File: config.mk
export PLATFORM = sky130hd
export DESIGN_NAME = drg_ctrl
export DESIGN_NICKNAME = d
export VERILOG_FILES = /design/src/rtl/drg_pkg.sv /design/src/rtl/drg_ctrl.sv
export SDC_FILE = /design/constraint.sdc
export NUM_CORES = 1
export LEC_CHECK = 0
export BUFFER_PORTS_ARGS = -buffer_cell sky130_fd_sc_hd__buf_2
export CAP_MARGIN = 20
export CORE_MARGIN = 1
export CORE_UTILIZATION = 35
export DETAILED_ROUTE_END_ITERATION = 10
export MAX_ROUTING_LAYER = met4
export PLACE_DENSITY = 0.66
export SLEW_MARGIN = 40
export SYNTH_ARGS = -nofsm -noshare
export SYNTH_HDL_FRONTEND = slang
export SYNTH_SLANG_ARGS = --single-unit
File: constraint.sdc
create_clock -name clk -period 1.7 [get_ports clk]
set_input_delay 0.17 -clock clk [delete_from_list [all_inputs] [get_ports clk]]
set_output_delay 0.17 -clock clk [all_outputs]
set_load 0.005 [all_outputs]
File: src/rtl/drg_pkg.sv
// Package of shared constants, types and helper functions for the ripple grid.
`timescale 1ns / 1ps

package drg_pkg;

    // Grid geometry
    localparam int GRID_W = 128;
    localparam int GRID_H = 128;
    localparam int CELLS  = GRID_W * GRID_H;
    localparam int XW     = $clog2(GRID_W);
    localparam int YW     = $clog2(GRID_H);
    localparam int AW     = $clog2(CELLS);
    localparam int CW     = ((XW > YW) ? XW : YW) + 1;
    localparam int DW     = 2 * CW;
    localparam int SH_LEN = 2 * GRID_W + 1;

    // Iterative unit step counts
    localparam int SQRT_STEPS = 16;
    localparam int DIV_STEPS  = 14;
    localparam int STEP_W     = 5;

    // Configuration port
    localparam int CFG_IW = 2;
    localparam int CFG_DW = 16;
    localparam logic [CFG_IW-1:0] CFG_DAMPING = 2'd0;
    localparam logic [CFG_IW-1:0] CFG_POWER   = 2'd1;
    localparam logic [CFG_IW-1:0] CFG_RADIUS  = 2'd2;

    // Request codes
    localparam logic [1:0] REQ_TICK    = 2'd0;
    localparam logic [1:0] REQ_IMPULSE = 2'd1;
    localparam logic [1:0] REQ_READ    = 2'd2;

    typedef struct packed {
        logic [1:0] req_type;
        logic [6:0] cell_x;
        logic [6:0] cell_y;
    } req_t;

    typedef struct packed {
        logic [7:0]         gray_level;
        logic signed [15:0] raw_height;
        logic               done_res;
    } res_t;

    typedef enum logic [1:0] {
        OUT_DONE,
        OUT_READ,
        OUT_REJECT
    } out_kind_t;

    // Commands from the controller to the datapath
    typedef struct packed {
        logic      cnt_inc;
        logic      clr_wr;
        logic      latch_req;
        logic      t1_issue;
        logic      t2_issue;
        logic      imp_chk;
        logic      sq_init;
        logic      sq_step;
        logic      mul1;
        logic      mul2;
        logic      dv_init;
        logic      dv_step;
        logic      imp_wr;
        logic      rd_issue;
        logic      out_load;
        out_kind_t out_kind;
    } dp_cmd_t;

    // Status from the datapath to the controller
    typedef struct packed {
        logic cnt_last;
        logic pipe_busy;
        logic in_bowl;
        logic sq_last;
        logic dv_last;
    } dp_stat_t;

    // Saturate a wide signed value to 16 bits.
    function automatic logic signed [15:0] sat16(input logic signed [39:0] v);
        logic signed [15:0] r;
        begin
            if (v > 40'sd32767)
                r = 16'sh7FFF;
            else if (v < -40'sd32768)
                r = 16'sh8000;
            else
                r = v[15:0];
            return r;
        end
    endfunction

endpackage

File: src/rtl/drg_ctrl.sv
// Controller state machine of the ripple grid: sequences clearing, tick, impulse and read.
`timescale 1ns / 1ps

module drg_ctrl
    import drg_pkg::*;
(
    input  logic       clk,
    input  logic       rst_n,
    input  logic       start,
    input  logic [1:0] req_type,
    input  dp_stat_t   stat,
    output dp_cmd_t    cmd,
    output logic       busy
);

    typedef enum logic [4:0] {
        S_CLEAR,
        S_IDLE,
        S_T1,
        S_T1_DRAIN,
        S_T2,
        S_T2_DRAIN,
        S_I_CHK,
        S_I_DEC,
        S_I_SQRT,
        S_I_MUL1,
        S_I_MUL2,
        S_I_PREP,
        S_I_DIV,
        S_I_WR,
        S_RD_ISSUE,
        S_RD_OUT
    } state_t;

    state_t state_reg, state_next;
    logic   busy_reg;

    // Next state and command decode.
    always_comb
    begin
        state_next = state_reg;
        cmd        = '0;
        unique case (state_reg)
            S_CLEAR:
            begin
                cmd.clr_wr  = 1'b1;
                cmd.cnt_inc = 1'b1;
                if (stat.cnt_last)
                    state_next = S_IDLE;
            end
            S_IDLE:
            begin
                if (start)
                begin
                    cmd.latch_req = 1'b1;
                    unique case (req_type)
                        REQ_TICK:    state_next = S_T1;
                        REQ_IMPULSE: state_next = S_I_CHK;
                        REQ_READ:    state_next = S_RD_ISSUE;
                        default:
                        begin
                            cmd.out_load = 1'b1;
                            cmd.out_kind = OUT_REJECT;
                        end
                    endcase
                end
            end
            S_T1:
            begin
                cmd.t1_issue = 1'b1;
                cmd.cnt_inc  = 1'b1;
                if (stat.cnt_last)
                    state_next = S_T1_DRAIN;
            end
            S_T1_DRAIN:
            begin
                if (!stat.pipe_busy)
                    state_next = S_T2;
            end
            S_T2:
            begin
                cmd.t2_issue = 1'b1;
                cmd.cnt_inc  = 1'b1;
                if (stat.cnt_last)
                    state_next = S_T2_DRAIN;
            end
            S_T2_DRAIN:
            begin
                if (!stat.pipe_busy)
                begin
                    cmd.out_load = 1'b1;
                    cmd.out_kind = OUT_DONE;
                    state_next   = S_IDLE;
                end
            end
            S_I_CHK:
            begin
                cmd.imp_chk = 1'b1;
                state_next  = S_I_DEC;
            end
            S_I_DEC:
            begin
                if (stat.in_bowl)
                begin
                    cmd.sq_init = 1'b1;
                    state_next  = S_I_SQRT;
                end
                else
                begin
                    cmd.cnt_inc = 1'b1;
                    if (stat.cnt_last)
                    begin
                        cmd.out_load = 1'b1;
                        cmd.out_kind = OUT_DONE;
                        state_next   = S_IDLE;
                    end
                    else
                    begin
                        state_next = S_I_CHK;
                    end
                end
            end
            S_I_SQRT:
            begin
                cmd.sq_step = 1'b1;
                if (stat.sq_last)
                    state_next = S_I_MUL1;
            end
            S_I_MUL1:
            begin
                cmd.mul1   = 1'b1;
                state_next = S_I_MUL2;
            end
            S_I_MUL2:
            begin
                cmd.mul2   = 1'b1;
                state_next = S_I_PREP;
            end
            S_I_PREP:
            begin
                cmd.dv_init = 1'b1;
                state_next  = S_I_DIV;
            end
            S_I_DIV:
            begin
                cmd.dv_step = 1'b1;
                if (stat.dv_last)
                    state_next = S_I_WR;
            end
            S_I_WR:
            begin
                cmd.imp_wr  = 1'b1;
                cmd.cnt_inc = 1'b1;
                if (stat.cnt_last)
                begin
                    cmd.out_load = 1'b1;
                    cmd.out_kind = OUT_DONE;
                    state_next   = S_IDLE;
                end
                else
                begin
                    state_next = S_I_CHK;
                end
            end
            S_RD_ISSUE:
            begin
                cmd.rd_issue = 1'b1;
                state_next   = S_RD_OUT;
            end
            S_RD_OUT:
            begin
                cmd.out_load = 1'b1;
                cmd.out_kind = OUT_READ;
                state_next   = S_IDLE;
            end
            default:
            begin
                state_next = S_IDLE;
            end
        endcase
    end

    // State and registered busy flag.
    always_ff @(posedge clk or negedge rst_n)
    begin
        if (!rst_n)
        begin
            state_reg <= S_CLEAR;
            busy_reg  <= 1'b1;
        end
        else
        begin
            state_reg <= state_next;
            busy_reg  <= (state_next != S_IDLE);
        end
    end

    assign busy = busy_reg;

endmodule

==> impl_metrics.csv, run 1 <==
group,metric,value,unit
die,initial_utilization,37.10,%
sta,skew,0.01091,ns
global_route,overflow,0,
min_path,hold_path.class,"primary input to flop",
global_route,antenna_found_initial,0,
yosys,synth_seq_cells,6,
yosys,synth_fa_ha_area_share,5.859,%
route,drt-initial-drc-count,21,
die,core-area,1727,µm²
yosys,synth-simple-area-share,39.65,%
clock_network,clockBufferDepth,2,
yosys,netlist_top_cells_count,"13 x nor2_1, 6 x nand2_1, 5 x clkbuf_1, 5 x dfrtp_1, 5 x o21ai_0",
yosys,synthTopCellsByArea,"dfrtp_1 20%, nor2_1 7.6%, ha_1 5.9%",
setup_path,slowest_stage,"dfrtp_1",
die,row_count,15,
clock_network,root_buffer,"clkbuf_4",
setup_path,cp_data_required_time,1.53,ns
status,status,"completed",
clock_network,clk_pin_slew_worst_paths,0.05,ns
yosys,synth_top_family_by_area,"simple AND/OR/NAND/NOR gates",
yosys,synth_xor_area_share,1.367,%
power,power.internal,459.0,µW
global_route,grt_pass1_vias,575,
final_layout,syn2layout_area_growth,37.50,%
die,die_area,2005,µm²
yosys,synth_compound_area_share,19.53,%
final_layout,finalNetCount,132,
sta,finalSetupViolCount,0,
final_layout,final_core_util,51.01,%
clock_network,cts_tree,"built",
yosys,synth_most_common_cell,"nor2_1",
power,irDropWorstVdd,482.2,µV
sta,setup_ws,0.05003,ns
sta,fmax,606.1,MHz
final_layout,largest_reg_flops,5,
die,pin_count,28,
die,die_width,44.78,µm
yosys,synth_area,640.6,µm²
sta,fin_crit,1.650,ns
global_route,grt_max_degree,17,
final_layout,diodes,0,
setup_path,crit_type,"flop to output port",
setup_path,crit_arrival,1.48,ns
setup_path,cpMostUsedCell,"nor2_1",
flow_run,maxCapViolCount,0,
sta,fin_crit_sh,97.06,%
route,firstDrtPassIters,7,
power,power_frac_comb,54.9,%
placement,hpwl,1301,µm
power,pwr-share-clk,18.8,%
power,pwr-share-seq,26.3,%
placement,dp_slack,0.2059,ns
clock_network,clk_latency,0.25,ns
yosys,synth_top_area_share,19.53,%
sta,hold_violations,0,
sta,maxSlewViolCount,0,
power,p_leak,0.4416,nW
yosys,async_reset_ff_share,100.0,%
clock_network,htree_levels,1,
yosys,synthDistinctLibCells,39,
yosys,syn-instance-count,85,
route,drt-total-wl,1806,µm
global_route,track_usage,18.86,%
setup_path,r2r_slack,0.13,ns
placement,gp_congestion,0.8645,
yosys,syn_nets,98,
clock_network,cts.sinks,6,
route,drc,0,
yosys,synth-seq-area-share,23.63,%
placement,portBuffers,27,
power,p_switching,312.8,µW
yosys,ys_warn_count,0,
die,fp.dieH,44.78,µm
setup_path,crit_chain,"or3b_4 > a21oi_2 > nor2_1 > nor2_1 > buf_2",
setup_path,critPathMaxFanout,4,
power,swShare,40.53,%
yosys,muxShareOfSynthArea,1.563,%
route,viasPerCell,5.385,
route,vias,770,
placement,dp_cells,136,
yosys,synth_area_per_cell,7.537,µm²
final_layout,fin_cells,143,
power,powerDensity,876.2,nW/µm²
yosys,ys.flop_type,"dfrtp_1",
setup_path,worst_path_largest_cell_delay,0.42,ns
setup_path,cp-start-kind,"flop",
sta,holdWs,0.2516,ns
yosys,synth-edff-count,0,
clock_network,cts_made_buffers,3,
yosys,yosysTopAreaCell,"dfrtp_1",
global_route,grt_first_pass_wirelength,2587,µm
final_layout,drive_gt1_share,38.14,%
placement,place_area,817.0,µm²
setup_path,critPathCaptureType,"output port",
route,drtAntennaViolNets,0,
route,wire_per_inst,12.63,µm
final_layout,fin_area,880.8,µm²
[layout make-up]
| cell class | count | area, µm² |
|---|---|---|
| inverters | 2 | 7.507 |
| clock buffers | 4 | 26.28 |
| fillers | 170 | 845.8 |
| repair buffers | 37 | 216.5 |
| flip-flops and latches | 6 | 151.4 |
| multi-input cells | 69 | 447.9 |
| well taps | 25 | 31.28 |
[final timing paths]
check	from	end	depth (start not counted)
setup / recovery	state_reg[3]$_DFF_PN0_	cmd[16]	5
hold / removal	stat[1]	state_reg[0]$_DFF_PN0_	3
setup reg to reg	state_reg[3]$_DFF_PN0_	busy$_DFF_PN1_	7
hold reg to reg	state_reg[4]$_DFF_PN0_	state_reg[2]$_DFF_PN0_	2
max in group asynchronous	rst_n	busy$_DFF_PN1_	2
min in group asynchronous	rst_n	state_reg[0]$_DFF_PN0_	2
[per-layer routing]
layer	global-route usage (%)	routed length (µm)	vias to the layer above
met4	14.55	19	0
li1	-	-	374
met2	24.71	882	27
met1	25.19	820	367
met5	-	0	-
met3	3.600	84	2
[metrics by stage]
stage	power [mW]	TNS [ns]
finish	0.7718	0
global route	0.8308	-0.05093
CTS	0.7538	0
detailed placement	0.5996	0
global placement	0.5970	0
floorplan	0.4820	0
[power groups by stage]
stage               logic [mW]  registers (mW)  clock network (mW)
floorplan                0.281           0.201                   0
finish                   0.423           0.203               0.145
detailed placement       0.396           0.203                   0
CTS                      0.402           0.201               0.151
global route             0.464           0.208               0.160
global placement         0.395           0.202                   0
[cells by family after synthesis]
group	after synthesis
AOI/OAI and AO/OA	17
xor gates and xnor gates	1
adders and majority gates	3
buffers and inverters	10
DFF	6
muxes	1
other	1
and+or+nand+nor	46
[timing repair]
item / in CTS / in global routing
hold endpoints to repair: 6 / 0
hold buffers: 1 / 0
pin swaps: 0 / 1
setup buffers: 0 / 2
resized for setup: 2 / 4
setup endpoints to repair: 1 / 6
cloned: 0 / 0
[layout by cell type, fill, tap and decap left out, drive strengths merged, types with 2 or more instances in the layout]
cell	instances
nand2	6
a21oi	2
nor4	4
nor2b	4
nor3	3
o211ai	2
nand2b	4
inv	2
nor2	13
nand3	3
ha	3
buf	36
clkbuf	4
o21ai	5
dfrtp	5
[critical path: cells and delay by family (launching register included)]
kind / cells / cell delay (ns)
buffers and inverters: 1 / 0.11
and+or+nand+nor: 3 / 0.56
AOI/OAI and AO/OA: 1 / 0.14
DFF: 1 / 0.42
Note: power is estimated with default switching activity, not from simulation.
==> inputs of run 2 (changes only) <==
- CAP_MARGIN: 20 -> default
- REMOVE_ABC_BUFFERS: default -> 1
==> run 2 against run 1 <==
Compared with the run above:
- combinational power rose by 1%
- largest power group unchanged
- first-iteration DRC count up 76%
- core utilization grew 0.65 points
- sequential power up 2%
- via count shrank 0.39%
- highest routed layer unchanged
- cell count rose by 0.70%
- largest cell class unchanged
- critical endpoint unchanged
- count of clock-buffer cells in the layout is the same
==> impl_metrics.csv, run 2 (same netlist as run 1, synthesis figures left out) <==
group,metric,value,unit
die,core-area,1727,µm²
placement,portBuffers,27,
die,fp.dieH,44.78,µm
sta,fmax,594.4,MHz
final_layout,final_core_util,51.67,%
power,p_leak,0.4486,nW
power,pwr-share-seq,26.7,%
die,row_count,15,
final_layout,fin_cells,144,
clock_network,clk_pin_slew_worst_paths,0.05,ns
setup_path,crit_arrival,1.51,ns
sta,finalSetupViolCount,0,
min_path,hold_start,"stat[1]",
power,pwr-share-clk,18.4,%
die,pin_count,28,
power,swShare,40.50,%
sta,fin_crit_sh,98.96,%
placement,dp_slack,0.1785,ns
clock_network,root_buffer,"clkbuf_4",
global_route,overflow,0,
setup_path,crit_type,"flop to output port",
route,drc,0,
final_layout,nFillCells,182,
clock_network,cts.sinks,6,
final_layout,final_cell_mix,"27 x buf_2, 12 x nor2_1, 9 x buf_4",
final_layout,final_common_cell,"buf_2",
power,p_switching,315.7,µW
sta,fin_crit,1.682,ns
placement,gp_congestion,0.8746,
route,drtAntennaViolNets,0,
status,status,"completed",
sta,setup_tns,0,ns
setup_path,cp_data_required_time,1.53,ns
sta,rsz0062_at_grt,"yes",
power,powerDensity,873.8,nW/µm²
clock_network,clk_latency,0.25,ns
clock_network,cts_tree,"built",
flow_run,maxCapViolCount,0,
power,power_frac_comb,54.9,%
sta,setup_ws,0.01775,ns
setup_path,crit_start,"state_reg[3]$_DFF_PN0_",
route,drt-initial-drc-count,37,
power,power.internal,463.9,µW
final_layout,finalNetCount,133,
sta,hold_violations,0,
setup_path,critPathCaptureType,"output port",
global_route,track_usage,18.21,%
placement,hpwl,1261,µm
global_route,grt_first_pass_wirelength,2615,µm
min_path,hold_path.class,"primary input to flop",
global_route,antenna_found_initial,0,
route,firstDrtPassIters,4,
clock_network,htree_levels,1,
die,die_area,2005,µm²
setup_path,critPathMaxFanout,3,
sta,maxSlewViolCount,0,
setup_path,cp-start-kind,"flop",
final_layout,drive_gt1_share,40.34,%
route,viasPerCell,5.326,
die,initial_utilization,37.10,%
die,die_width,44.78,µm
global_route,grt_max_degree,17,
placement,place_area,809.5,µm²
clock_network,cts_made_buffers,3,
final_layout,diodes,0,
route,wire_per_inst,12.41,µm
final_layout,largest_reg_flops,5,
power,irDropWorstVdd,271.7,µV
clock_network,clockBufferDepth,2,
sta,skew,0.009931,ns
final_layout,fin_area,892.1,µm²
route,drt-total-wl,1787,µm
route,vias,767,
global_route,grt_pass1_vias,580,
placement,dp_cells,135,
final_layout,syn2layout_area_growth,39.26,%
setup_path,r2r-start,"state_reg[1]$_DFF_PN0_",
run 2: changes by cell type in the layout (fill, tap and decap cells not counted):
cell / change
and2_1: -1
and2_4: +1
buf_4: +1
dfrtp_1: -1
dfrtp_2: +1
o21ai_0: +1
o21ai_1: -1
run 2: area by class of cell:
cell class,count,area [µm²],area share (%)
clock buffer,4,26.28,2.945
inverter,2,7.507,0.8415
multi-input combinational,69,450.4,50.49
sequential,6,152.6,17.11
tap,25,31.28,3.506
timing repair buffer,38,224.0,25.11
run 2: power groups by stage:
stage / combinational [mW] / clock, mW / sequential, mW
final: 0.428 / 0.144 / 0.208
after global routing: 0.465 / 0.161 / 0.212
after CTS: 0.390 / 0.151 / 0.208
after detailed placement: 0.385 / 0 / 0.207
after global placement: 0.383 / 0 / 0.207
after floorplan: 0.194 / 0 / 0.256
run 2: metal layers:
layer / routed length, µm / track usage (%)
met4: 16 / 5.455
met2: 841 / 26.18
met1: 824 / 26.49
met3: 104 / 2.400
met5: 0 / -
run 2: repair_timing:
item / CTS / global route
endpoints found under the setup margin: 2 / 5
gates resized for setup: 1 / 6
setup buffers: 0 / 4
hold buffers: 1 / 0
endpoints found under the hold margin: 6 / 0
pin swaps: 0 / 2
run 2: final timing paths:
check | end | slack [ns] | cells past startpoint
max | cmd[16] | 0.02 | 5
min | state_reg[0]$_DFF_PN0_ | 0.25 | 3
max reg2reg | busy$_DFF_PN1_ | 0.13 | 5
min reg2reg | state_reg[2]$_DFF_PN0_ | 0.67 | 2
max in group asynchronous | busy$_DFF_PN1_ | 1.20 | 2
min in group asynchronous | state_reg[2]$_DFF_PN0_ | 0.27 | 2
run 2: per-stage QoR:
stage | total power [mW] | hold slack, ns
6_report | 0.7796 | 0.2483
5_1_grt | 0.8383 | 0.2209
4_1_cts | 0.7489 | 0.2270
3_5_place_dp | 0.5924 | -0.001506
3_3_place_gp | 0.5898 | -0.003906
2_1_floorplan | 0.4497 | -0.1256
run 2: worst max-delay path: stages (launching register included):
cell	delay, ns
dfrtp_1	0.41
or3b_4	0.40
a21oi_2	0.17
nor2_1	0.05
nor2_1	0.10
buf_2	0.12
==> inputs of run 3 (changes only) <==
- CELL_PAD_IN_SITES_DETAIL_PLACEMENT: default -> 2
- CELL_PAD_IN_SITES_GLOBAL_PLACEMENT: default -> 2
- CORE_UTILIZATION: 35 -> 24
- PLACE_DENSITY: 0.66 -> 0.81
==> run 3 against run 2 <==
Compared with the run above:
- cell count up 2.1%
- critical path depth unchanged
- core utilization down 16 points
- first-iteration DRC count down 92%
- setup slack worse by 0.0047 ns
- cell area down 0.84%
- count of clock-buffer cells in the layout unchanged
- combinational power up 3%
- sequential share of layout area up 0.15 points
- register-to-register slack worse by 0.02 ns
- routed wire length up 23%
- global-route usage down 1.2 points
- critical path type unchanged
==> impl_metrics.csv, run 3 (same netlist as run 1, synthesis figures left out) <==
group,metric,value,unit
status,status,"completed",
setup_path,crit_chain,"or3b_4 > a21oi_2 > nor2_1 > nor2_1 > buf_2",
clock_network,root_buffer,"clkbuf_4",
setup_path,slowest_stage,"dfrtp_2",
placement,hpwl,1671,µm
die,initial_utilization,25.63,%
die,row_count,18,
setup_path,cp_data_required_time,1.53,ns
final_layout,final_common_cell,"buf_2",
route,drt-total-wl,2200,µm
placement,dp_cells,141,
global_route,track_usage,16.97,%
sta,fin_crit_sh,99.23,%
final_layout,fin_cells,147,
sta,setup_tns,0,ns
placement,gp_congestion,0.8467,
sta,fmax,592.8,MHz
die,die_width,53.67,µm
setup_path,worst_path_largest_cell_delay,0.44,ns
setup_path,crit_type,"flop to output port",
clock_network,htree_levels,1,
global_route,grt_pass1_vias,738,
power,irDropWorstVdd,433.6,µV
sta,maxSlewViolCount,0,
sta,skew,0.01259,ns
die,pin_count,28,
route,vias,768,
power,powerDensity,901.8,nW/µm²
final_layout,drive_gt1_share,39.32,%
global_route,antenna_found_initial,0,
sta,fin_crit,1.687,ns
final_layout,final_core_util,35.39,%
sta,rsz0062_at_grt,"yes",
power,p_leak,0.4333,nW
final_layout,finalNetCount,131,
flow_run,maxCapViolCount,0,
placement,dp_slack,0.1370,ns
final_layout,largest_reg_flops,5,
setup_path,crit_arrival,1.52,ns
setup_path,critPathMaxFanout,4,
setup_path,cpMostUsedCell,"nor2_1",
min_path,hold_path.class,"primary input to async pin",
sta,setup_ws,0.01302,ns
global_route,grt_first_pass_wirelength,3422,µm
clock_network,clk_pin_slew_worst_paths,0.06,ns
clock_network,cts_tree,"built",
route,firstDrtPassIters,2,
clock_network,cts_made_buffers,3,
route,wire_per_inst,14.97,µm
clock_network,clockBufferDepth,2,
route,viasPerCell,5.224,
die,core-area,2500,µm²
final_layout,final_cell_mix,"27 x buf_2, 12 x nor2_1, 7 x buf_4",
setup_path,r2r_slack,0.11,ns
final_layout,diodes,0,
final_layout,syn2layout_area_growth,38.09,%
clock_network,cts.sinks,6,
placement,portBuffers,27,
setup_path,cp-start-kind,"flop",
sta,hold_violations,0,
route,drc,0,
clock_network,clk_latency,0.26,ns
setup_path,critPathCaptureType,"output port",
die,fp.dieH,53.67,µm
die,die_area,2880,µm²
route,drtAntennaViolNets,0,
route,drt-initial-drc-count,3,
global_route,overflow,0,
global_route,grt_max_degree,17,
sta,finalSetupViolCount,0,
## run 3: metal layers
metal | wire (µm) | global-route usage, %
met5 | 0 | -
met4 | 10 | 2.632
met3 | 76 | 3.390
met2 | 1103 | 26.95
met1 | 1010 | 22.39
## run 3: per-stage QoR
stage / total power, mW / hold slack, ns / instance area [µm²]
final: 0.7978 / 0.2585 / 884.6
after floorplan: 0.4497 / -0.1256 / 598.1
after global routing: 0.8608 / 0.2574 / 884.6
after detailed placement: 0.6257 / 0.001718 / 823.3
after global placement: 0.6098 / -0.004020 / 823.3
after CTS: 0.7949 / 0.2465 / 869.6
## run 3: where the power goes
| group | internal [mW] | switching [mW] | leakage (nW) | total (mW) |
|---|---|---|---|---|
| clock network | 0.0894 | 0.0591 | 0.0150 | 0.148 |
| registers | 0.185 | 0.0217 | 0.0715 | 0.207 |
| logic | 0.191 | 0.251 | 0.347 | 0.442 |
| total | 0.466 | 0.331 | 0.433 | 0.798 |
## run 3: final timing paths
kind	start	to	cells after the start
max	state_reg[3]$_DFF_PN0_	cmd[16]	5
min	rst_n	state_reg[2]$_DFF_PN0_	2
max reg2reg	state_reg[1]$_DFF_PN0_	busy$_DFF_PN1_	5
min reg2reg	state_reg[4]$_DFF_PN0_	state_reg[2]$_DFF_PN0_	2
max in group asynchronous	rst_n	busy$_DFF_PN1_	2
min in group clk	stat[1]	state_reg[0]$_DFF_PN0_	3
## run 3: repair_timing
item / in CTS / in global routing
pin swaps: 0 / 2
endpoints found under the hold margin: 6 / 0
endpoints found under the setup margin: 2 / 6
gates cloned: 0 / 0
resized for setup: 5 / 3
hold buffers: 1 / 0
buffers inserted: 0 / 1
## run 3: cell type report
class | instances | area, µm²
multi-input cells | 69 | 451.7
repair buffers | 36 | 209.0
clock buffers | 4 | 26.28
well taps | 30 | 37.54
fillers | 300 | 1615
inverters | 2 | 7.507
flip-flops and latches | 6 | 152.6
## run 3: worst max-delay path, delay by kind of cell, from the launching register on
family                 cells  cell delay, ns
AOI/OAI and AO/OA          1            0.16
DFF                        1            0.44
and+or+nand+nor            3            0.55
buffers and inverters      1            0.12
